<file path="src/hdl/ftte_pkg.sv">
`timescale 1ns / 1ps
`default_nettype none
// ----------------------------------------------------------------------------
// ftte_pkg
// Shared types and constants of the frame table trigger extractor.
// ----------------------------------------------------------------------------
package ftte_pkg;

    localparam int MAX_FRAMES_DEF = 256;

    localparam int WORD_W  = 32;
    localparam int PW_W    = 25;
    localparam int FRAME_W = 9;
    localparam int OFS_W   = 27;
    localparam int TIDX_W  = 8;
    localparam int AREA_W  = 29;

    localparam logic [WORD_W-1:0] MAGIC_NATIVE  = 32'hCAFEBABE;
    localparam logic [WORD_W-1:0] MAGIC_SWAPPED = 32'hBEBAFECA;
    localparam logic [PW_W-1:0]   SIZE_LIMIT    = 25'd16777216;
    localparam logic [PW_W-1:0]   POS_MAX       = {PW_W{1'b1}};
    localparam logic [3:0]        HDR_START     = 4'hB;

    localparam logic [2:0] ST_FOUND     = 3'd0;
    localparam logic [2:0] ST_BAD_SIZE  = 3'd1;
    localparam logic [2:0] ST_TOO_SMALL = 3'd2;
    localparam logic [2:0] ST_BAD_MAGIC = 3'd3;
    localparam logic [2:0] ST_BAD_COUNT = 3'd4;
    localparam logic [2:0] ST_BAD_LEN   = 3'd5;
    localparam logic [2:0] ST_OVERRUN   = 3'd6;
    localparam logic [2:0] ST_NONE      = 3'd7;

    typedef enum logic [1:0] {
        KIND_MAGIC = 2'd0,
        KIND_COUNT = 2'd1,
        KIND_TABLE = 2'd2,
        KIND_DATA  = 2'd3
    } word_kind_t;

    typedef struct packed {
        logic [WORD_W-1:0] word;
        logic [PW_W-1:0]   pw;
        logic              last;
        word_kind_t        kind;
        logic [TIDX_W-1:0] tbl_idx;
        logic [PW_W-1:0]   data_idx;
    } req_t;

endpackage
`default_nettype wire

</file>
<file path="src/hdl/ftte_front.sv">
`timescale 1ns / 1ps
`default_nettype none
// ----------------------------------------------------------------------------
// ftte_front
// Accepts packet words and tags each with its place in the packet.
// ----------------------------------------------------------------------------
module ftte_front #(
    parameter int MAX_FRAMES = ftte_pkg::MAX_FRAMES_DEF
) (
    input  wire logic                        clk,
    input  wire logic                        rst_n,
    input  wire logic                        in_valid,
    output      logic                        in_ready,
    input  wire logic [ftte_pkg::WORD_W-1:0] word_value,
    input  wire logic [ftte_pkg::PW_W-1:0]   packet_words,
    input  wire logic                        last_word,
    input  wire logic                        q_full,
    output      logic                        q_push,
    output      ftte_pkg::req_t              q_req
);

    logic [ftte_pkg::PW_W-1:0]    pos_reg, pos_next;
    logic [ftte_pkg::FRAME_W-1:0] total_reg, total_next;
    logic [ftte_pkg::PW_W:0]      tbl_end;
    logic [ftte_pkg::PW_W-1:0]    pos_m2;

    assign in_ready = !q_full;
    assign q_push   = in_valid && in_ready;
    assign tbl_end  = (ftte_pkg::PW_W+1)'(total_reg) + (ftte_pkg::PW_W+1)'(2);
    assign pos_m2   = pos_reg - ftte_pkg::PW_W'(2);

    always_comb
    begin
        q_req.word     = word_value;
        q_req.pw       = packet_words;
        q_req.last     = last_word;
        q_req.tbl_idx  = pos_m2[ftte_pkg::TIDX_W-1:0];
        q_req.data_idx = pos_m2 - ftte_pkg::PW_W'(total_reg);
        if (pos_reg == '0)
            q_req.kind = ftte_pkg::KIND_MAGIC;
        else if (pos_reg == ftte_pkg::PW_W'(1))
            q_req.kind = ftte_pkg::KIND_COUNT;
        else if ({1'b0, pos_reg} < tbl_end)
            q_req.kind = ftte_pkg::KIND_TABLE;
        else
            q_req.kind = ftte_pkg::KIND_DATA;
    end

    always_comb
    begin
        pos_next   = pos_reg;
        total_next = total_reg;
        if (q_push)
        begin
            if (last_word)
            begin
                pos_next   = '0;
                total_next = '0;
            end
            else
            begin
                if (pos_reg != ftte_pkg::POS_MAX)
                    pos_next = pos_reg + ftte_pkg::PW_W'(1);
                if (pos_reg == ftte_pkg::PW_W'(1)
                    && word_value <= ftte_pkg::WORD_W'(MAX_FRAMES))
                    total_next = word_value[ftte_pkg::FRAME_W-1:0];
            end
        end
    end

    always_ff @(posedge clk or negedge rst_n)
    begin
        if (!rst_n)
        begin
            pos_reg   <= '0;
            total_reg <= '0;
        end
        else
        begin
            pos_reg   <= pos_next;
            total_reg <= total_next;
        end
    end

endmodule
`default_nettype wire

</file>
<file path="config.mk">
export PLATFORM = sky130hd
export DESIGN_NAME = ftte_front
export DESIGN_NICKNAME = d
export VERILOG_FILES = /design/src/hdl/ftte_pkg.sv /design/src/hdl/ftte_front.sv
export SDC_FILE = /design/constraint.sdc
export NUM_CORES = 1
export LEC_CHECK = 0
export ABC_AREA = 1
export CAP_MARGIN = 20
export CORE_UTILIZATION = 33
export DETAILED_ROUTE_END_ITERATION = 8
export DONT_BUFFER_PORTS = 1
export HOLD_SLACK_MARGIN = 0.06
export PLACE_DENSITY = 0.45
export RECOVER_POWER = 100
export SLEW_MARGIN = 20
export SYNTH_ARGS = -nofsm -noshare
export SYNTH_HDL_FRONTEND = slang
export SYNTH_SLANG_ARGS = --single-unit
</file>
<file path="constraint.sdc">
create_clock -name clk -period 3.9 [get_ports clk]
set_clock_uncertainty 0.15 [all_clocks]
set_input_delay 0.585 -clock clk [delete_from_list [all_inputs] [get_ports clk]]
set_output_delay 0.585 -clock clk [all_outputs]
set_load 0.02 [all_outputs]
</file>
==> results of run 1 <==
-- layer usage --
| metal | track usage | routed length, µm |
|---|---|---|
| met5 | 0 | 0 |
| met3 | 0.02443 | 670 |
| met1 | 0.2677 | 6394 |
| met2 | 0.3209 | 6173 |
| met4 | 0.07595 | 344 |
-- synthesized netlist by cell type, drive strengths merged --
cell	n	area, µm²
nand2	172	655.6
nor2	91	394.1
inv	81	304.0
buf	69	506.7
nand3	64	337.8
o21ai	44	254.0
dfrtp	34	850.8
xor2	34	297.8
nand4	25	156.4
ha	24	300.3
nor3	19	105.1
a21oi	11	55.05
nor4	10	83.83
clkbuf	7	26.28
clkinv	5	18.77
nand3b	5	37.54
xnor2	5	43.79
or2	4	25.02
a31oi	2	12.51
a21o	1	7.510
a41oi	1	8.760
and2	1	6.260
fa	1	20.02
nor3b	1	7.510
o31a	1	8.760
o41ai	1	8.760
-- metrics by stage --
step | hold slack (ns) | cell area, µm²
2_1_floorplan | 0.1394 | 4541
3_3_place_gp | 0.1401 | 4385
3_5_place_dp | 0.1402 | 4385
4_1_cts | 0.2741 | 4637
5_1_grt | 0.3077 | 4611
6_report | 0.2969 | 4611
-- power by group --
group          total (mW)  switching [mW]  internal (mW)  leakage, nW
logic               0.973           0.657          0.315         1.53
registers           0.368         0.00943          0.359        0.465
clock network       0.541           0.157          0.384       0.0971
-- worst max-delay path, cell delays in order (launching register included) --
cell and delay, ns:
dfrtp_1 0.42, inv_1 0.10, nor3_1 0.29, nand3_1 0.20
nor3_1 0.21, xor2_1 0.10, ha_1 0.30, nand2_1 0.08
o41ai_1 0.50, nand4_1 0.23, a21oi_4 0.28
-- final cells by class --
type / instances / share of cell area
multi-input cells: 517 / 0.6136
flip-flops and latches: 34 / 0.1859
inverters: 86 / 0.07001
well taps: 176 / 0.04776
repair buffers: 27 / 0.03962
clock buffers: 6 / 0.03012
clock inverters: 2 / 0.01303
-- logic make-up (layout without fill, tap and decap cells) --
| family | count (synthesis) | in the layout |
|---|---|---|
| xor gates and xnor gates | 39 | 39 |
| and+or+nand+nor | 392 | 392 |
| buffers and inverters | 162 | 121 |
| DFF | 34 | 34 |
| AOI/OAI and AO/OA | 61 | 61 |
| adders and majority gates | 25 | 25 |
-- timing repair --
item                       4_1_cts  5_1_grt
hold endpoints to repair        34        0
setup buffers                    1        3
setup endpoints to repair       11       15
pin swaps                        1        3
resized for setup                5       14
hold buffers                     2        0
-- final timing paths --
check                      cells past startpoint                  endpoint  slack (ns)                      from
max reg2reg                                   10   pos_reg[21]$_DFFE_PN0P_        0.31    pos_reg[0]$_DFFE_PN0P_
min in group asynchronous                      2   pos_reg[22]$_DFFE_PN0P_        1.22                     rst_n
max in group asynchronous                      2    pos_reg[5]$_DFFE_PN0P_        1.12                     rst_n
min reg2reg                                    2  total_reg[0]$_DFFE_PN0P_        0.37  total_reg[0]$_DFFE_PN0P_
max                                           10                 q_req[33]        0.17  total_reg[3]$_DFFE_PN0P_
min                                            2  total_reg[2]$_DFFE_PN0P_        0.30             word_value[2]
==> flow_summary.toml, run 1 <==
[status]
status = "complete, but fails checks"
failed_checks = "max-capacitance violations, max-slew violations"

[timing]
setup_tns_ns = 0
min_period_ns = 3.729
final_max_slew_viol_count = 35
slew_headroom = -0.2835
layout_setup_ws_ns = 0.1706
finalHoldViolCount = 0
timing.fmax_mhz = 268.1
worst_pin_slew_ns = 1.925
period_share = 0.9563
setup_violations = 0

[power_and_ir_drop]
p_per_area_nw_per_um2 = 408.1
vdd.ir_drop.worst_v = 0.0001469
p_leak_nw = 2.090
power_mw = 1.882

[floorplan]
core-area_um2 = 13300
die-area_um2 = 14210
start_util = 0.3410
row_count = 42
die_y_um = 119.2
io_pins = 157
die_w_um = 119.2

[logic_synthesis]
synth.area.mux_share = 0
seq_area_frac_synth = 0.1877
synthAdderAreaFrac = 0.07066
synthSimpleGateAreaFrac = 0.3991
synth_compound_area_frac = 0.07839
synthCells = 713
synth_area_um2 = 4533
synth_fp_nets = 800
synth_top_family_by_area = "simple AND/OR/NAND/NOR gates"
synth_xor_area_frac = 0.07535
synth_cell_types = 39
ys_seq_elements = 34
yosysWarningCount = 0
synth_area_per_cell_um2 = 6.358

[clock_tree]
tritoncts = "yes"
cts_buffers = 5
root_buffer = "clkbuf_16"
clock_latency_ns = 0.29
cts_htree_levels = 2
cts.sinks = 34
clk_pin_slew_ns = 0.06
clk_path_buf_depth = 2

[detailed_routing]
routed-via-count = 4310
viasPerCell = 5.083
detail-route-antenna-nets = 0
postRouteWirelength_um = 13580
first_iter_violations = 249
dr.pass1.iters = 4
wl_per_cell_um = 16.02
drcViolationCount = 0

[critical_path]
crit_path_end_kind = "output port"
crit_arrival_ns = 2.99
cp_max_fo = 4
worstPathRequired_ns = 3.16
crit_path_start_kind = "register"
crit_type = "reg -> out"

[cells_and_area]
multiInputGateArea_um2 = 2829
area_delta_synth_final_pct = 1.711
utilization = 0.3468
finalNetCount = 758
seqCellArea_um2 = 857.1
largest_reg_flops = 25
drive_gt1_frac = 0.1205
instances_no_fill = 848
diodes = 0
final_common_cell = "nand2_1"
final_cell_mix = "nand2_1, nor2_1, inv_1"
n_fill_cell = 1465

[placement]
port_buffers = 0
post-dp-hpwl_um = 11140
dp.cells = 834
gp_congestion = 0.8769
dp_slack_ns = 0.1248

[global_route]
antenna_found_initial = 0
grt.overflow.total = 0
grt_pass1_vias = 4225
grt_pass1_wl_um = 22060
grt_max_degree = 35
grt_usage = 0.1983

[min_path]
min-delay-path-class = "in -> reg"

[flow_run]
drv_cap = 1
Note: power is estimated with default switching activity, not from simulation.
==> run 2: changes to the inputs <==
--- a/config.mk
+++ b/config.mk
@@ -5,7 +5,6 @@
 export SDC_FILE = /design/constraint.sdc
 export NUM_CORES = 1
 export LEC_CHECK = 0
-export ABC_AREA = 1
 export CAP_MARGIN = 20
 export CORE_UTILIZATION = 33
 export DETAILED_ROUTE_END_ITERATION = 8
==> flow_summary.toml, run 2 <==
[status]
status = "complete, but fails checks"
failed_checks = "design-rule violations, max-capacitance violations, max-slew violations, negative setup slack"

[logic_synthesis]
yosysTopAreaCellShare = 0.2142
synth_flop_cell = "dfrtp_1"
synthTopCellsByCount = "buf_4, xnor2_1, dfrtp_1"
synth_cell_types = 60
synth_top_area_cell = "dfrtp_1"
synth_fp_nets = 576
async_reset_ff_frac = 1.000
yosysWarningCount = 0
ys_seq_elements = 34
synth_area_um2 = 3973
synth.most_common_cell = "buf_4"
synth-edff-count = 0
seq_area_frac_synth = 0.2142
ys_top_cells_by_area = "dfrtp_1, buf_4, xnor2_1"
synth_area_per_cell_um2 = 8.124
synthCells = 489

[cells_and_area]
drive_gt1_frac = 0.2474
finalNetCount = 563
final_common_cell = "buf_4"
final_cell_mix = "buf_4, xnor2_1, nor2_1, dfrtp_1, nand2_1"
area_delta_synth_final_pct = 13.86
largest_reg_flops = 25
diodes = 0
final_area_um2 = 4523

[global_route]
grt_max_degree = 35
grt_pass1_vias = 3416
grt_usage = 0.1783
antenna_found_initial = 0
grt_pass1_wl_um = 17750
grt.overflow.total = 0

[timing]
period_share = 1.014
min_period_ns = 3.953
setup_violations = 1
slew_headroom = -0.2864
finalHoldViolCount = 0
worst_pin_slew_ns = 1.930
layout_setup_ws_ns = -0.05295
final_max_slew_viol_count = 35
rsz0062_at_grt = "yes"
timing.fmax_mhz = 253.0

[floorplan]
die_y_um = 111.7
die_w_um = 111.7
die-area_um2 = 12480
io_pins = 157
start_util = 0.3435
row_count = 39
core-area_um2 = 11560

[power_and_ir_drop]
power_mw = 2.157
p_per_area_nw_per_um2 = 476.9
vdd.ir_drop.worst_v = 0.0001414
p_leak_nw = 1.818

[clock_tree]
clk_pin_slew_ns = 0.05
cts_htree_levels = 2
clk_path_buf_depth = 2
cts.sinks = 34
clock_latency_ns = 0.28
cts_buffers = 5
tritoncts = "yes"
root_buffer = "clkbuf_16"

[detailed_routing]
dr.pass1.iters = 6
drcViolationCount = 7
first_iter_violations = 177
detail-route-antenna-nets = 0
wl_per_cell_um = 17.27
viasPerCell = 5.411
routed-via-count = 3355
postRouteWirelength_um = 10710

[placement]
port_buffers = 0
placed_cell_area_um2 = 4144
gp_congestion = 0.7843
post-dp-hpwl_um = 8456

[critical_path]
cp_max_fo = 6
crit_arrival_ns = 3.22
crit_path_start_kind = "register"
crit_path_end_kind = "output port"
rr_startpoint = "pos_reg[4]$_DFFE_PN0P_"
worstPathRequired_ns = 3.16
crit_type = "reg -> out"
cp-startpoint = "pos_reg[2]$_DFFE_PN0P_"

[min_path]
hp-start = "last_word"
min-delay-path-class = "in -> reg"

[flow_run]
drv_cap = 1
run 2: routing by layer:
metal	global-route usage	wire (µm)
met1	0.2399	4967
met2	0.2919	4985
met3	0.02940	623
met4	0.05405	131
met5	0	0
run 2: path summary, 6_finish.rpt:
check / to / slack [ns] / cells past startpoint
worst min-delay path: pos_reg[24]$_DFFE_PN0P_ / 0.24 / 1
worst min register to register: total_reg[0]$_DFFE_PN0P_ / 0.35 / 1
worst max-delay path: q_req[11] / -0.05 / 15
worst max register to register: total_reg[0]$_DFFE_PN0P_ / 0.44 / 8
min in group asynchronous: total_reg[1]$_DFFE_PN0P_ / 1.24 / 2
max in group asynchronous: pos_reg[6]$_DFFE_PN0P_ / 1.11 / 2
run 2: what timing repair did:
item	CTS	global route
setup endpoints to repair	12	11
endpoints found under the hold margin	34	0
pin swaps	10	11
buffers inserted	4	4
gates resized for setup	17	24
hold buffers	2	0
run 2: stage by stage:
stage | utilization | setup TNS (ns) | hold WS, ns | cells | setup slack [ns]
6_report | 0.3911 | -0.05295 | 0.2425 | 620 | -0.05295
5_1_grt | 0.3911 | -1.146 | 0.2261 | 620 | -0.2211
4_1_cts | 0.3838 | 0 | 0.2389 | 616 | 0.002968
3_5_place_dp | 0.3583 | -0.01366 | 0.1404 | 602 | -0.01366
3_3_place_gp | 0.3583 | 0 | 0.1401 | 602 | 0.08139
2_1_floorplan | - | -0.07489 | 0.1394 | 489 | -0.04206
run 2: layout make-up:
type / count / area (µm²)
Fill cell: 1172 / 7042
Multi-Input combinational cell: 347 / 2771
Sequential cell: 34 / 854.6
Timing Repair Buffer: 64 / 475.5
Tap cell: 143 / 178.9
Clock buffer: 7 / 142.6
Inverter: 24 / 95.09
Clock inverter: 1 / 5.005
run 2: power breakdown:
part           switching, mW  leakage [nW]  internal, mW  total (mW)
Combinational          0.786          1.29         0.579        1.36
Clock                  0.144        0.0739         0.253       0.397
Sequential            0.0195         0.456         0.375       0.395
run 2: kinds of logic (layout without fill, tap and decap cells):
family	Yosys count	after routing	share of synthesized area
xor gates and xnor gates	62	62	0.1367
and+or+nand+nor	178	178	0.2576
adders and majority gates	25	25	0.08063
muxes	9	9	0.02299
buffers and inverters	108	96	0.1631
AOI/OAI and AO/OA	73	73	0.1247
DFF	34	34	0.2142
run 2: worst max-delay path, cell delays in order, from the launching register on:
cell	delay, ns
dfrtp_1	0.40
or3_4	0.41
nor3_4	0.12
nor3b_2	0.20
xnor2_1	0.13
ha_1	0.29
nand2_1	0.10
nor2_1	0.06
a211oi_2	0.21
o31a_1	0.19
buf_6	0.13
buf_4	0.12
o311ai_4	0.09
o21ai_2	0.20
xor2_2	0.17
buf_6	0.14
==> run 3: changes to the inputs <==
--- a/config.mk
+++ b/config.mk
@@ -16,3 +16,4 @@
 export SYNTH_ARGS = -nofsm -noshare
 export SYNTH_HDL_FRONTEND = slang
 export SYNTH_SLANG_ARGS = --single-unit
+export TNS_END_PERCENT = 10
==> flow_summary.toml, run 3 (synthesized netlist as in run 2, its figures left out) <==
[critical_path]
reg2regPathDepth = 8
crit_arrival_ns = 3.32
crit_path_end_kind = "output port"
cpPeakStageDelay_ns = 0.45
rr_startpoint = "pos_reg[4]$_DFFE_PN0P_"
crit_path_start_kind = "register"
reg2reg_slack_ns = 0.32
crit_type = "reg -> out"
cp_slowest_cell = "dfrtp_2"
crit_top_cell = "buf_4"
r2r-end = "total_reg[0]$_DFFE_PN0P_"
path_cells = "or3_4 -> nor3_4 -> buf_4 -> xor2_2 -> ha_4 -> a21oi_1 -> nor2_1 -> a211oi_2 -> o31a_1 -> nand4_1 -> nor3_2 -> xor2_1 -> buf_4"
path_delay_family = "simple AND/OR/NAND/NOR gates"
worstPathRequired_ns = 3.16
worst-path-buf-inv = 2
cp_max_fo = 6

[timing]
slew_headroom = -0.2858
period_share = 1.039
worst_pin_slew_ns = 1.929
rsz0062_at_grt = "yes"
final_max_slew_viol_count = 35
finalHoldViolCount = 0
layout_setup_ws_ns = -0.1511
setup_tns_ns = -0.5987
min_period_ns = 4.051
timing.fmax_mhz = 246.8
setup_violations = 7

[status]
failed_checks = "design-rule violations, max-capacitance violations, max-slew violations, negative setup slack"
status = "complete, but fails checks"

[power_and_ir_drop]
p_leak_nw = 1.757
p_per_area_nw_per_um2 = 480.1
power_mw = 2.089
vdd.ir_drop.worst_v = 0.0001346

[floorplan]
row_count = 39
die-area_um2 = 12480
start_util = 0.3435
core-area_um2 = 11560
io_pins = 157
die_w_um = 111.7
die_y_um = 111.7

[detailed_routing]
postRouteWirelength_um = 10430
drcViolationCount = 5
wl_per_cell_um = 16.96
dr.pass1.iters = 6
routed-wl-met2_um = 4677
detail-route-antenna-nets = 0
first_iter_violations = 223
top_layer_used = "met4"
m1WireLength_um = 4997
dr_wl_met3_um = 621
routed-via-count = 3288
viasPerCell = 5.346

[placement]
gp_congestion = 0.8434
port_buffers = 0
post-dp-hpwl_um = 8149

[clock_tree]
cts_htree_levels = 2
cts_buffers = 5
cts.sinks = 34
tritoncts = "yes"
clk_path_buf_depth = 2
clk_pin_slew_ns = 0.05
clock_latency_ns = 0.28
root_buffer = "clkbuf_16"

[global_route]
antenna_found_initial = 0
grt_usage = 0.1744
grt.overflow.total = 0
grt_pass1_vias = 3395
grt_pass1_wl_um = 17280
grt_max_degree = 35

[min_path]
hp-start = "last_word"
whs_endpoint = "pos_reg[24]$_DFFE_PN0P_"
min-delay-path-class = "in -> reg"
whs_path_depth = 1

[cells_and_area]
final_common_cell = "buf_4"
drive_gt1_frac = 0.2140
utilization = 0.3763
finalNetCount = 558
diodes = 0
area_delta_synth_final_pct = 9.543
final_cell_mix = "buf_4, xnor2_1, dfrtp_1"
largest_reg_flops = 25

[flow_run]
drv_cap = 1
-- run 3: final cells by class --
type | count | area (µm²)
clock inverters | 1 | 5.005
multi-input cells | 347 | 2663
flip-flops and latches | 34 | 852.1
fillers | 1194 | 7213
repair buffers | 59 | 415.4
clock buffers | 7 | 142.6
well taps | 143 | 178.9
inverters | 24 | 95.09
-- run 3: repair_timing --
item,4_1_cts,5_1_grt
hold buffers,2,0
endpoints found under the setup margin,13,15
pin swaps,9,10
endpoints found under the hold margin,34,0
buffers inserted,4,2
gates resized for setup,12,8
-- run 3: report_power, final --
group | switching (mW) | internal (mW)
Sequential | 0.0202 | 0.375
Combinational | 0.757 | 0.536
Clock | 0.148 | 0.253
Total | 0.925 | 1.16
-- run 3: worst max path at each step --
stage,start,depth (start not counted),slack [ns],endpoint
after floorplan,pos_reg[1]$_DFFE_PN0P_,14,-0.04,q_req[24]
after detailed placement,pos_reg[1]$_DFFE_PN0P_,15,-0.04,q_req[24]
after CTS,pos_reg[1]$_DFFE_PN0P_,12,-0.11,q_req[11]
after global placement,pos_reg[1]$_DFFE_PN0P_,15,0.08,q_req[24]
final,pos_reg[1]$_DFFE_PN0P_,13,-0.15,q_req[19]
after global routing,pos_reg[3]$_DFFE_PN0P_,13,-0.34,q_req[19]
-- run 3: worst register-to-register path, delay by kind of cell, from the launching register on --
family | cells | cell delay [ns]
AND/OR/NAND/NOR | 4 | 1.49
multiplexers | 1 | 0.38
AO/OA/AOI/OAI | 1 | 0.18
flip-flops | 1 | 0.51
buffers and inverters | 2 | 0.75
-- run 3: routing by layer --
metal	GRT usage	up-vias
met5	0	-
met4	0.06847	0
met3	0.03048	20
met2	0.2700	122
met1	0.2405	1536
li1	-	1610
-- run 3: metrics by stage --
| stage | instance area, µm² | instances | hold WS, ns | setup slack (ns) |
|---|---|---|---|---|
| CTS | 4360 | 613 | 0.2363 | -0.1089 |
| floorplan | 4099 | 489 | 0.1394 | -0.04206 |
| global placement | 4099 | 599 | 0.1400 | 0.07756 |
| global route | 4352 | 615 | 0.2402 | -0.3377 |
| detailed placement | 4099 | 599 | 0.1404 | -0.04012 |
| finish | 4352 | 615 | 0.2498 | -0.1511 |
