===== src/hdl/ftte_pkg.sv =====
`timescale 1ns / 1ps
`default_nettype none
// ----------------------------------------------------------------------------
// ftte_pkg
// Shared types and constants of the frame table trigger extractor.
// ----------------------------------------------------------------------------
package ftte_pkg;

    localparam int MAX_FRAMES_DEF = 256;

    localparam int WORD_W  = 32;
    localparam int PW_W    = 25;
    localparam int FRAME_W = 9;
    localparam int OFS_W   = 27;
    localparam int TIDX_W  = 8;
    localparam int AREA_W  = 29;

    localparam logic [WORD_W-1:0] MAGIC_NATIVE  = 32'hCAFEBABE;
    localparam logic [WORD_W-1:0] MAGIC_SWAPPED = 32'hBEBAFECA;
    localparam logic [PW_W-1:0]   SIZE_LIMIT    = 25'd16777216;
    localparam logic [PW_W-1:0]   POS_MAX       = {PW_W{1'b1}};
    localparam logic [3:0]        HDR_START     = 4'hB;

    localparam logic [2:0] ST_FOUND     = 3'd0;
    localparam logic [2:0] ST_BAD_SIZE  = 3'd1;
    localparam logic [2:0] ST_TOO_SMALL = 3'd2;
    localparam logic [2:0] ST_BAD_MAGIC = 3'd3;
    localparam logic [2:0] ST_BAD_COUNT = 3'd4;
    localparam logic [2:0] ST_BAD_LEN   = 3'd5;
    localparam logic [2:0] ST_OVERRUN   = 3'd6;
    localparam logic [2:0] ST_NONE      = 3'd7;

    typedef enum logic [1:0] {
        KIND_MAGIC = 2'd0,
        KIND_COUNT = 2'd1,
        KIND_TABLE = 2'd2,
        KIND_DATA  = 2'd3
    } word_kind_t;

    typedef struct packed {
        logic [WORD_W-1:0] word;
        logic [PW_W-1:0]   pw;
        logic              last;
        word_kind_t        kind;
        logic [TIDX_W-1:0] tbl_idx;
        logic [PW_W-1:0]   data_idx;
    } req_t;

endpackage
`default_nettype wire


===== src/hdl/ftte_queue.sv =====
`timescale 1ns / 1ps
`default_nettype none
// ----------------------------------------------------------------------------
// ftte_queue
// Four-entry request queue between the front and back parts.
// ----------------------------------------------------------------------------
module ftte_queue (
    input  wire logic           clk,
    input  wire logic           rst_n,
    input  wire logic           push,
    input  wire ftte_pkg::req_t push_req,
    output      logic           full,
    input  wire logic           pop,
    output      logic           head_valid,
    output      ftte_pkg::req_t head_req
);

    ftte_pkg::req_t entry_reg [4];
    logic [1:0] wr_ptr_reg, wr_ptr_next;
    logic [1:0] rd_ptr_reg, rd_ptr_next;
    logic [2:0] count_reg, count_next;
    logic       do_push, do_pop;

    assign full       = (count_reg == 3'd4);
    assign head_valid = (count_reg != 3'd0);
    assign head_req   = entry_reg[rd_ptr_reg];
    assign do_push    = push && !full;
    assign do_pop     = pop && head_valid;

    always_comb
    begin
        wr_ptr_next = do_push ? wr_ptr_reg + 2'd1 : wr_ptr_reg;
        rd_ptr_next = do_pop ? rd_ptr_reg + 2'd1 : rd_ptr_reg;
        count_next  = count_reg + 3'(do_push) - 3'(do_pop);
    end

    always_ff @(posedge clk)
    begin
        if (do_push)
            entry_reg[wr_ptr_reg] <= push_req;
    end

    always_ff @(posedge clk or negedge rst_n)
    begin
        if (!rst_n)
        begin
            wr_ptr_reg <= '0;
            rd_ptr_reg <= '0;
            count_reg  <= '0;
        end
        else
        begin
            wr_ptr_reg <= wr_ptr_next;
            rd_ptr_reg <= rd_ptr_next;
            count_reg  <= count_next;
        end
    end

endmodule
`default_nettype wire


===== config.mk =====
export PLATFORM = sky130hd
export DESIGN_NAME = ftte_queue
export DESIGN_NICKNAME = d
export VERILOG_FILES = /design/src/hdl/ftte_pkg.sv /design/src/hdl/ftte_queue.sv
export SDC_FILE = /design/constraint.sdc
export NUM_CORES = 1
export LEC_CHECK = 0
export ABC_AREA = 1
export BUFFER_PORTS_ARGS = -buffer_cell sky130_fd_sc_hd__buf_2
export CAP_MARGIN = 30
export CORE_ASPECT_RATIO = 0.5
export CORE_MARGIN = 5
export CORE_UTILIZATION = 58
export DETAILED_ROUTE_END_ITERATION = 8
export GPL_TIMING_DRIVEN = 0
export MAX_ROUTING_LAYER = met4
export PLACE_DENSITY_LB_ADDON = 0.3
export SETUP_SLACK_MARGIN = 0.15
export SYNTH_ARGS = -nofsm -noshare
export SYNTH_HDL_FRONTEND = slang
export SYNTH_SLANG_ARGS = --single-unit

===== constraint.sdc =====
create_clock -name clk -period 5.9 [get_ports clk]
set_clock_uncertainty 0.2 [all_clocks]
set_input_delay 1.18 -clock clk [delete_from_list [all_inputs] [get_ports clk]]
set_output_delay 1.18 -clock clk [all_outputs]
set_load 0.005 [all_outputs]

==> results of run 1 <==
through the flow:
step	setup slack, ns	instance area, µm²	setup TNS, ns	std cells	power [mW]
global route	2.12	17800	0	1848	9.53
global placement	-3.38	16400	-1211.60	1772	6.91
CTS	2.24	17800	0	1844	9.05
floorplan	-0.0482	15100	-17.92	1237	5.58
finish	2.28	17800	0	1848	8.97
detailed placement	2.65	16800	0	1786	7.00
synthesized netlist by cell type:
| cell type | instances | share of area, % |
|---|---|---|
| sky130_fd_sc_hd__fa_1 | 1 | 0.13 |
| sky130_fd_sc_hd__buf_8 | 1 | 0.10 |
| sky130_fd_sc_hd__o21ai_0 | 130 | 4.3 |
| sky130_fd_sc_hd__buf_1 | 4 | 0.10 |
| sky130_fd_sc_hd__clkbuf_1 | 27 | 0.67 |
| sky130_fd_sc_hd__buf_2 | 8 | 0.27 |
| sky130_fd_sc_hd__inv_2 | 2 | 0.050 |
| sky130_fd_sc_hd__buf_6 | 21 | 1.6 |
| sky130_fd_sc_hd__nand3_1 | 5 | 0.17 |
| sky130_fd_sc_hd__nor2_1 | 191 | 4.8 |
| sky130_fd_sc_hd__dfrtp_1 | 7 | 1.2 |
| sky130_fd_sc_hd__nand2_1 | 298 | 7.4 |
| sky130_fd_sc_hd__inv_1 | 108 | 2.7 |
| sky130_fd_sc_hd__ha_1 | 6 | 0.50 |
| sky130_fd_sc_hd__edfxtp_1 | 372 | 74 |
| sky130_fd_sc_hd__o21ai_1 | 56 | 1.9 |
per-layer routing:
metal	vias to the layer above	GRT usage (%)	wire length, µm	share of wire [%]
li1	4646	-	-	-
met1	4770	30.0	13800	41
met2	324	40.9	17500	51
met3	55	3.63	2070	6.1
met4	0	6.34	686	2.0
met5	-	-	0	0
cell usage in the layout, fill, tap and decap left out, types with 2 or more instances in the layout:
cell type	instances
sky130_fd_sc_hd__buf_12	11
sky130_fd_sc_hd__o21ai_0	130
sky130_fd_sc_hd__nand3_1	5
sky130_fd_sc_hd__buf_1	4
sky130_fd_sc_hd__inv_2	2
sky130_fd_sc_hd__ha_1	6
sky130_fd_sc_hd__buf_16	3
sky130_fd_sc_hd__dfrtp_1	7
sky130_fd_sc_hd__diode_2	4
sky130_fd_sc_hd__nor2_1	187
sky130_fd_sc_hd__buf_6	21
sky130_fd_sc_hd__buf_2	199
sky130_fd_sc_hd__clkbuf_16	37
sky130_fd_sc_hd__o21ai_1	56
sky130_fd_sc_hd__nor2_4	4
sky130_fd_sc_hd__inv_1	108
sky130_fd_sc_hd__nand2_1	298
sky130_fd_sc_hd__clkinv_2	5
sky130_fd_sc_hd__edfxtp_1	372
sky130_fd_sc_hd__clkbuf_1	32
sky130_fd_sc_hd__clkinv_1	10
worst paths after layout:
kind                                     from               end  slack, ns
worst max-delay path            rd_ptr_reg[1]      head_req[33]       2.28
worst min-delay path                    rst_n     wr_ptr_reg[0]       0.30
worst max register to register   count_reg[1]  entry_reg[1][33]       3.26
worst min register to register  rd_ptr_reg[1]     rd_ptr_reg[1]       0.30
max in group asynchronous               rst_n      count_reg[1]       5.04
min in group clk                rd_ptr_reg[1]     rd_ptr_reg[1]       0.30
power by group through the flow:
stage | clock network (mW) | logic, mW | registers, mW
finish | 2.06 | 3.26 | 3.66
global route | 2.22 | 3.62 | 3.69
CTS | 2.09 | 3.31 | 3.66
detailed placement | 0 | 3.29 | 3.71
global placement | 0 | 3.06 | 3.84
floorplan | 0 | 1.82 | 3.76
cell type report:
cell class	instances	area (µm²)	area share, %
Antenna cell	4	10.0	0.0562
Buffer	61	408	2.29
Clock buffer	42	945	5.31
Clock inverter	16	71.3	0.401
Inverter	110	413	2.32
Multi-Input combinational cell	687	2920	16.4
Sequential cell	379	11300	63.7
Tap cell	344	430	2.42
Timing Repair Buffer	205	1260	7.07
cell families after synthesis:
logic type / count (synthesis)
and+or+nand+nor: 494
AOI/OAI and AO/OA: 186
adders and majority gates: 7
DFF: 379
buffers and inverters: 171
==> metrics.md, run 1 <==
| Metric | Value |
|---|---|
| Result of the run | `completed` |
| Routed vias/inst | `5.30` |
| Comb pwr share | `36.3%` |
| Count of unique library cells instantiated by Yosys | `16` |
| Clk Latency, worst-skew pair | `0.50 ns` |
| Arrival time of data at the critical path endpoint | `2.24 ns` |
| Number of levels the H-tree was split into | `2` |
| Number of core rows | `41` |
| Portion of the post-synthesis area used by sequential elements | `75.4%` |
| Mapped cell area | `0.0151 mm²` |
| Series of cell instances along the critical path | `inv_2 -> buf_2 -> clkbuf_1 -> nand2_1 -> nand2_1 -> buf_2` |
| Final critical-path share of the clock period | `61.4%` |
| Die Height | `124 µm` |
| Worst slew margin relative to its limit | `41.0%` |
| TritonCTS clock tree | `yes` |
| Slew at the pin closest to its max-slew limit | `0.883 ns` |
| Buffers inserted during post-CTS setup optimization | `0` |
| Global-route wire length before repair | `52300 µm` |
| Critical path's slowest cell | `sky130_fd_sc_hd__clkbuf_1` |
| Largest net degree at the start of global routing | `30` |
| Yosys warning total | `0` |
| Post-detail-place hpwl | `22100 µm` |
| Max reg flops | `372` |
| GP Congestion | `0.765` |
| Post-synthesis mux area share | `0%` |
| Area fraction in compound gates after synthesis | `6.18%` |
| Clock Pin Slew Worst Setup and Hold Paths | `0.06 ns` |
| Total detailed-routing wirelength | `34100 µm` |
| Number of hold violations in the final report | `0` |
| Capturing element type of the critical path | `primary output` |
| Start-to-end type of the worst setup path | `reg -> out` |
| Number of detailed-route iterations in the first pass | `5` |
| Power spent charging and discharging nets | `3.15 mW` |
| Upper clock frequency limit | `0.276 GHz` |
| Synth Net Count | `1341` |
| Fin Hold WS | `0.301 ns` |
| I/O pins | `192` |
| Proportion of power drawn by flip-flops and latches | `40.7%` |
| Area added between synthesis and finish | `18.2%` |
| Simple-gate share of the synthesized area | `12.4%` |
| Post-cts repair resize count | `0` |
| Number of max-cap violations | `0` |
| Share of post-route cells with drive strength above 1 | `18.9%` |
| RSZ-0062 raised after global routing | `no` |
| Switching part of the total | `35.2%` |
| DIE AREA | `0.0295 mm²` |
| Synth Register Bits | `379` |
| Number of port buffers | `191` |
| X dimension of the die | `238 µm` |
| Core box area | `0.0254 mm²` |
| Synthesized instance count | `1237` |
| Power density over cell area | `504 mW/mm²` |
| Crit path max-delay family | `buffers and inverters` |
| Vias in the first global route | `9708` |
| Hold bufs inserted after CTS | `0` |
| Worst Hold Class | `in -> async` |
| Total count of max-transition violations in the final report | `0` |
| Number of buffers added by the clock tree synthesis step | `35` |
| Worst setup SP type | `flip-flop` |
| Internal Power | `5.82 mW` |
| Initial cell density of the core | `59.3%` |
| Net count of the finished layout | `1583` |
| Dominant combinational cell family by area after synthesis | `simple AND/OR/NAND/NOR gates` |
| CTS max path bufs | `3` |
| Initial DRC count | `896` |
| Maximum cell stage delay along the critical path | `0.48 ns` |
| Post-layout util | `70.1%` |
| Detail Route Antenna Nets | `0` |
| Leakage | `7.17 nW` |
| Clock root buffer | `sky130_fd_sc_hd__clkbuf_16` |
| Area share of fa/ha/maj cells after synthesis | `0.632%` |
| Number of antenna violations at the first check in global routing | `4` |
| Max FO, Critical Path | `10` |
| Count of cell instances traversed by the critical path | `6` |
| Worst path bufs/invs | `4` |
| Depth of the worst register-to-register path | `6` |
| Overall global routing resource usage | `23.6%` |
| Drt wl/cell | `18.4 µm` |
| CTS Sinks | `379` |
| Fillers | `1712` |
| Xor and xnor fraction of the mapped netlist area | `0%` |
| Synth Area per Inst | `12.2 µm²` |
| Final worst path period need | `3.62 ns` |
| DRC violation count after routing | `0` |
| Total congestion overflow after global routing | `0` |
| Portion of total power attributed to the clock network | `22.9%` |
| Data required time of the critical path | `4.52 ns` |
| DR vias | `9795` |
| Setup-failing EPs final | `0` |
| Largest vdd supply drop | `224 µV` |
(Power assumes the default switching activity.)
==> run 2, diff against run 1 <==
- CORE_UTILIZATION: 58 -> 52
- clock period: 5.9 -> 3.1 ns (I/O delays scaled with it)
==> metrics.md, run 2 (same netlist as run 1, synthesis figures left out) <==
| Metric | Value |
|---|---|
| Share of post-route cells with drive strength above 1 | `20.6% (was 18.9%)` |
| CTS max path bufs | `3 (unchanged)` |
| Total count of max-transition violations in the final report | `0 (unchanged)` |
| Data required time of the critical path | `2.28 ns (was 4.52 ns)` |
| Smallest setup slack after layout | `0.231 ns (was 2.28 ns)` |
| CTS Sinks | `379 (unchanged)` |
| DR vias | `9790 (was 9795)` |
| Crit path max-delay family | `buffers and inverters (unchanged)` |
| Max reg flops | `372 (unchanged)` |
| Number of buffers added by the clock tree synthesis step | `35 (unchanged)` |
| Worst path bufs/invs | `3 (was 4)` |
| Number of antenna violations at the first check in global routing | `3 (was 4)` |
| TritonCTS clock tree | `yes (unchanged)` |
| I/O pins | `192 (unchanged)` |
| Clock root buffer | `sky130_fd_sc_hd__clkbuf_16 (unchanged)` |
| Post-detail-place hpwl | `22600 µm (was 22100 µm)` |
| Critical path's slowest cell | `sky130_fd_sc_hd__clkbuf_1 (unchanged)` |
| Number of core rows | `44 (was 41)` |
| Worst setup SP type | `flip-flop (unchanged)` |
| Number of max-cap violations | `0 (unchanged)` |
| Overall global routing resource usage | `21.7% (was 23.6%)` |
| Total detailed-routing wirelength | `34900 µm (was 34100 µm)` |
| Routed vias/inst | `5.15 (was 5.30)` |
| Most frequent cells in the layout | `sky130_fd_sc_hd__edfxtp_1 (372), sky130_fd_sc_hd__nand2_1 (298), sky130_fd_sc_hd__buf_2 (200), sky130_fd_sc_hd__nor2_1 (187), sky130_fd_sc_hd__o21ai_0 (130) (was sky130_fd_sc_hd__edfxtp_1 (372), sky130_fd_sc_hd__nand2_1 (298), sky130_fd_sc_hd__buf_2 (199), sky130_fd_sc_hd__nor2_1 (187), sky130_fd_sc_hd__o21ai_0 (130))` |
| Arrival time of data at the critical path endpoint | `2.05 ns (was 2.24 ns)` |
| Number of port buffers | `191 (unchanged)` |
| Worst Hold Class | `in -> reg (was in -> async)` |
| Final worst path period need | `2.87 ns` |
| Upper clock frequency limit | `0.349 GHz` |
| Total congestion overflow after global routing | `0 (unchanged)` |
| Detail Route Antenna Nets | `0 (unchanged)` |
| Worst slew margin relative to its limit | `44.5% (was 41.0%)` |
| Buffers inserted during post-CTS setup optimization | `0 (unchanged)` |
| Vias in the first global route | `9809 (was 9708)` |
| Max FO, Critical Path | `10 (unchanged)` |
| Setup-failing EPs final | `0 (unchanged)` |
| Final critical-path share of the clock period | `92.5%` |
| Initial DRC count | `860 (was 896)` |
| Clock Pin Slew Worst Setup and Hold Paths | `0.06 ns (about the same)` |
| Core box area | `0.0287 mm² (was 0.0254 mm²)` |
| Fin Hold WS | `0.119 ns (was 0.301 ns)` |
| Final Total Pwr | `17.6 mW (was 8.97 mW)` |
| Net count of the finished layout | `1585 (was 1583)` |
| Area added between synthesis and finish | `20.0% (was 18.2%)` |
| Drt wl/cell | `18.3 µm (was 18.4 µm)` |
| DIE AREA | `0.0327 mm² (was 0.0295 mm²)` |
| Initial cell density of the core | `52.4% (was 59.3%)` |
| Series of cell instances along the critical path | `inv_2 -> clkbuf_1 -> nor2_1 -> o21ai_1 -> nand2_1 -> buf_2 (was inv_2 -> buf_2 -> clkbuf_1 -> nand2_1 -> nand2_1 -> buf_2)` |
| Number of levels the H-tree was split into | `2 (unchanged)` |
| Clk Latency, worst-skew pair | `0.51 ns (was 0.50 ns)` |
| Most common library cell in the layout ignoring fill and taps | `sky130_fd_sc_hd__edfxtp_1 (unchanged)` |
| Power density over cell area | `973 mW/mm² (was 504 mW/mm²)` |
| X dimension of the die | `251 µm (was 238 µm)` |
| Number of detailed-route iterations in the first pass | `5 (unchanged)` |
| Slew at the pin closest to its max-slew limit | `0.831 ns (was 0.883 ns)` |
| Pre-CTS worst setup slack | `0.264 ns (was 2.65 ns)` |
| DRC violation count after routing | `0 (unchanged)` |
| Largest vdd supply drop | `394 µV (was 224 µV)` |
| Capturing element type of the critical path | `primary output (unchanged)` |
| Die Height | `130 µm (was 124 µm)` |
| Leakage | `7.29 nW (was 7.17 nW)` |
| Result of the run | `completed (unchanged)` |
| Number of hold violations in the final report | `0 (unchanged)` |
| RSZ-0062 raised after global routing | `yes (was no)` |
| Maximum cell stage delay along the critical path | `0.50 ns (was 0.48 ns)` |
| Post-layout util | `62.8% (was 70.1%)` |
| Start-to-end type of the worst setup path | `reg -> out (unchanged)` |
| Largest net degree at the start of global routing | `28 (was 30)` |
| Global-route wire length before repair | `53400 µm (was 52300 µm)` |
| GP Congestion | `0.773 (was 0.765)` |
==> run 2: cell types whose count changed in the layout (fill, tap and decap cells not counted), sizes merged <==
cell,delta
buf,+4
inv,-1
bufinv,+4
clkinv,-2
dlygate4sd3,+1
clkinvlp,+1
==> run 2: metal layers <==
layer  vias up  track usage (%)  share of wire [%]
met4         0             7.12                2.9
met3        69             4.04                5.5
met5         -                -                  0
met2       289             37.0                 51
li1       4672                -                  -
met1      4760             26.8                 41
==> run 2: worst paths after layout <==
| check | slack (ns) | cells past startpoint | to | from |
|---|---|---|---|---|
| worst max-delay path | 0.23 | 6 | head_req[39] | rd_ptr_reg[1] |
| worst min-delay path | 0.12 | 1 | entry_reg[0][1] | push_req[1] |
| worst max register to register | 0.36 | 7 | entry_reg[2][64] | count_reg[1] |
| worst min register to register | 0.30 | 2 | rd_ptr_reg[1] | rd_ptr_reg[1] |
| max in group asynchronous | 2.28 | 2 | count_reg[0] | rst_n |
| min in group asynchronous | 0.26 | 2 | rd_ptr_reg[0] | rst_n |
==> run 2: power breakdown <==
part	total (mW)	switching (mW)	leakage, nW	internal, mW
sequential	6.95	0.227	3.49	6.72
clock	4.33	1.81	0.564	2.53
combinational	6.29	4.05	3.24	2.24
total	17.6	6.08	7.29	11.5
==> run 2: cell type report <==
cell class | instances | area [µm²]
sequential | 379 | 11300
fill | 2196 | 10700
multi-input combinational | 687 | 2920
timing repair buffer | 207 | 1300
clock buffer | 45 | 956
tap | 391 | 489
buffer | 61 | 435
inverter | 110 | 413
clock inverter | 18 | 195
antenna | 4 | 10.0
==> run 2: worst register-to-register path: stages, from the launching register on <==
cell,delay [ns]
sky130_fd_sc_hd__dfrtp_1,0.42
sky130_fd_sc_hd__nor2_1,0.09
sky130_fd_sc_hd__nand2_1,0.13
sky130_fd_sc_hd__nand2_1,0.30
sky130_fd_sc_hd__nor2_4,0.58
sky130_fd_sc_hd__buf_16,0.25
sky130_fd_sc_hd__buf_12,0.22
sky130_fd_sc_hd__buf_12,0.23
==> run 2: stage by stage <==
| stage | instance area, µm² | setup TNS, ns | cells |
|---|---|---|---|
| 6_report | 18100 | 0 | 1902 |
| 2_1_floorplan | 15100 | -285.50 | 1237 |
| 3_5_place_dp | 16900 | 0 | 1834 |
| 4_1_cts | 18000 | 0 | 1898 |
| 3_3_place_gp | 16500 | -1063.79 | 1819 |
| 5_1_grt | 18100 | 0 | 1901 |
==> run 2: timing repair <==
| item | in CTS | in global routing |
|---|---|---|
| gates resized for setup | 14 | 12 |
| endpoints found under the setup margin | 87 | 36 |
| hold endpoints to repair | 7 | 0 |
| hold buffers | 1 | 0 |
| pin swaps | 0 | 0 |
| gates cloned | 0 | 0 |
==> run 3, diff against run 2 <==
- REMOVE_ABC_BUFFERS: not set -> 1
==> metrics.md, run 3 (same netlist as run 1, synthesis figures left out) <==
| Metric | Value |
|---|---|
| Result of the run | `completed (unchanged)` |
| Final critical-path share of the clock period | `93.9% (was 92.5%)` |
| Die Height | `130 µm (unchanged)` |
| Post-detail-place hpwl | `18200 µm (was 22600 µm)` |
| Number of hold violations in the final report | `0 (unchanged)` |
| RSZ-0062 raised after global routing | `yes (unchanged)` |
| Clock root buffer | `sky130_fd_sc_hd__clkbuf_16 (unchanged)` |
| Routed vias/inst | `5.16 (was 5.15)` |
| Worst slew margin relative to its limit | `46.3% (was 44.5%)` |
| Initial cell density of the core | `52.4% (unchanged)` |
| Number of port buffers | `191 (unchanged)` |
| Series of cell instances along the critical path | `bufinv_16 -> clkbuf_16 -> nor2_1 -> o21ai_0 -> nand2_1 -> buf_2 (was inv_2 -> clkbuf_1 -> nor2_1 -> o21ai_1 -> nand2_1 -> buf_2)` |
| Final Total Pwr | `17.2 mW (was 17.6 mW)` |
| Setup TNS after final layout | `0 ns (unchanged)` |
| Clock Pin Slew Worst Setup and Hold Paths | `0.07 ns (was 0.06 ns)` |
| Total congestion overflow after global routing | `0 (unchanged)` |
| Fillers | `2206 (was 2196)` |
| Leakage | `7.18 nW (was 7.29 nW)` |
| Power density over cell area | `961 mW/mm² (was 973 mW/mm²)` |
| Number of antenna violations at the first check in global routing | `2 (was 3)` |
| I/O pins | `192 (unchanged)` |
| Wire length on met1 | `14300 µm (about the same)` |
| Drt wl/cell | `18.1 µm (was 18.3 µm)` |
| Met2 WL | `17100 µm (was 17600 µm)` |
| DIE AREA | `0.0327 mm² (unchanged)` |
| Core box area | `0.0287 mm² (unchanged)` |
| Setup-failing EPs final | `0 (unchanged)` |
| Share of post-route cells with drive strength above 1 | `18.6% (was 20.6%)` |
| Slew at the pin closest to its max-slew limit | `0.804 ns (was 0.831 ns)` |
| Number of levels the H-tree was split into | `2 (unchanged)` |
| Net count of the finished layout | `1539 (was 1585)` |
| Number of buffers added by the clock tree synthesis step | `35 (unchanged)` |
| Max reg flops | `372 (unchanged)` |
| CTS Sinks | `379 (unchanged)` |
| Most common library cell in the layout ignoring fill and taps | `sky130_fd_sc_hd__edfxtp_1 (unchanged)` |
| Detail Route Antenna Nets | `0 (unchanged)` |
| Initial DRC count | `746 (was 860)` |
| Number of detailed-route iterations in the first pass | `5 (unchanged)` |
| Global-route wire length before repair | `49300 µm (was 53400 µm)` |
| Clk Latency, worst-skew pair | `0.50 ns (was 0.51 ns)` |
| CTS max path bufs | `3 (unchanged)` |
| Smallest setup slack after layout | `0.189 ns (was 0.231 ns)` |
| Upper clock frequency limit | `0.344 GHz (was 0.349 GHz)` |
| Maximum cell stage delay along the critical path | `0.42 ns (was 0.50 ns)` |
| Number of max-cap violations | `0 (unchanged)` |
| Uppermost signal routing layer after detailed routing | `met4 (unchanged)` |
| Pre-CTS worst setup slack | `-0.270 ns (was 0.264 ns)` |
| Number of core rows | `44 (unchanged)` |
| Total detailed-routing wirelength | `33600 µm (was 34900 µm)` |
| Worst Hold Class | `in -> reg (unchanged)` |
| Max FO, Critical Path | `73 (was 10)` |
| Routed met3 length | `1660 µm (was 1940 µm)` |
| Fin Hold WS | `0.122 ns (was 0.119 ns)` |
| Area added between synthesis and finish | `18.9% (was 20.0%)` |
| Largest vdd supply drop | `812 µV (was 394 µV)` |
| Capturing element type of the critical path | `primary output (unchanged)` |
| Vias in the first global route | `9144 (was 9809)` |
| Overall global routing resource usage | `20.1% (was 21.7%)` |
| Arrival time of data at the critical path endpoint | `2.09 ns (was 2.05 ns)` |
| Worst setup SP type | `flip-flop (unchanged)` |
| GP Congestion | `0.724 (was 0.773)` |
| Critical path's slowest cell | `sky130_fd_sc_hd__dfrtp_1 (was sky130_fd_sc_hd__clkbuf_1)` |
| DR vias | `9569 (was 9790)` |
| Final worst path period need | `2.91 ns (was 2.87 ns)` |
| DRC violation count after routing | `0 (unchanged)` |
| Total count of max-transition violations in the final report | `0 (unchanged)` |
| X dimension of the die | `251 µm (unchanged)` |
| Start-to-end type of the worst setup path | `reg -> out (unchanged)` |
| TritonCTS clock tree | `yes (unchanged)` |
| Largest net degree at the start of global routing | `97 (was 28)` |
| Data required time of the critical path | `2.28 ns (about the same)` |
| Most frequent cells in the layout | `sky130_fd_sc_hd__edfxtp_1 (372), sky130_fd_sc_hd__nand2_1 (298), sky130_fd_sc_hd__buf_2 (191), sky130_fd_sc_hd__nor2_1 (187), sky130_fd_sc_hd__o21ai_0 (126) (was sky130_fd_sc_hd__edfxtp_1 (372), sky130_fd_sc_hd__nand2_1 (298), sky130_fd_sc_hd__buf_2 (200), sky130_fd_sc_hd__nor2_1 (187), sky130_fd_sc_hd__o21ai_0 (130))` |
## run 3: area by class of cell
type                       instances  area, µm²  area share [%]
sequential                       379      11300            63.4
timing repair inverter             1       8.76          0.0489
tap                              391        489            2.73
timing repair buffer             221       1620            9.06
clock buffer                      43        948            5.30
clock inverter                    18        106           0.594
antenna                            3       7.51          0.0419
multi-input combinational        687       2920            16.3
inverter                         110        455            2.54
## run 3: critical path, delay by kind of cell (launching register included)
kind	cells	cell delay, ns
DFF	1	0.42
and+or+nand+nor	2	0.14
buffers and inverters	3	0.85
AOI/OAI and AO/OA	1	0.08
## run 3: layer usage
layer / GRT usage, % / vias up
met5: - / -
met4: 4.33 / 0
met3: 3.35 / 34
met2: 35.0 / 251
met1: 25.5 / 4712
li1: - / 4572
## run 3: what timing repair did
action                                 CTS  global route
hold buffers                             1             0
pin swaps                                0             0
gates cloned                             4             3
setup buffers                            5             0
endpoints found under the hold margin    7             0
setup endpoints to repair               93            51
gates resized for setup                  8             7
## run 3: report_power, final
group	switching (mW)	internal [mW]
Sequential	0.228	6.73
Combinational	3.94	2.29
Clock	1.76	2.26
## run 3: metrics by stage
step                      instance area, µm²  utilization, %  instances
final                                  17900            62.3       1853
after global routing                   17900            62.3       1852
after CTS                              17800            62.0       1847
after detailed placement               16500            57.6       1776
after global placement                 16100            56.0       1758
after floorplan                        14600               -       1176
## run 3: worst paths after layout
path                               start          endpoint  slack (ns)  cells after the start
max                        rd_ptr_reg[1]      head_req[33]        0.19                      6
min                         push_req[43]  entry_reg[0][43]        0.12                      1
max reg2reg                 count_reg[1]  entry_reg[1][58]        0.38                      6
min reg2reg                 count_reg[0]      count_reg[0]        0.32                      1
max in group asynchronous          rst_n     rd_ptr_reg[0]        2.23                      2
min in group asynchronous          rst_n     rd_ptr_reg[0]        0.28                      2
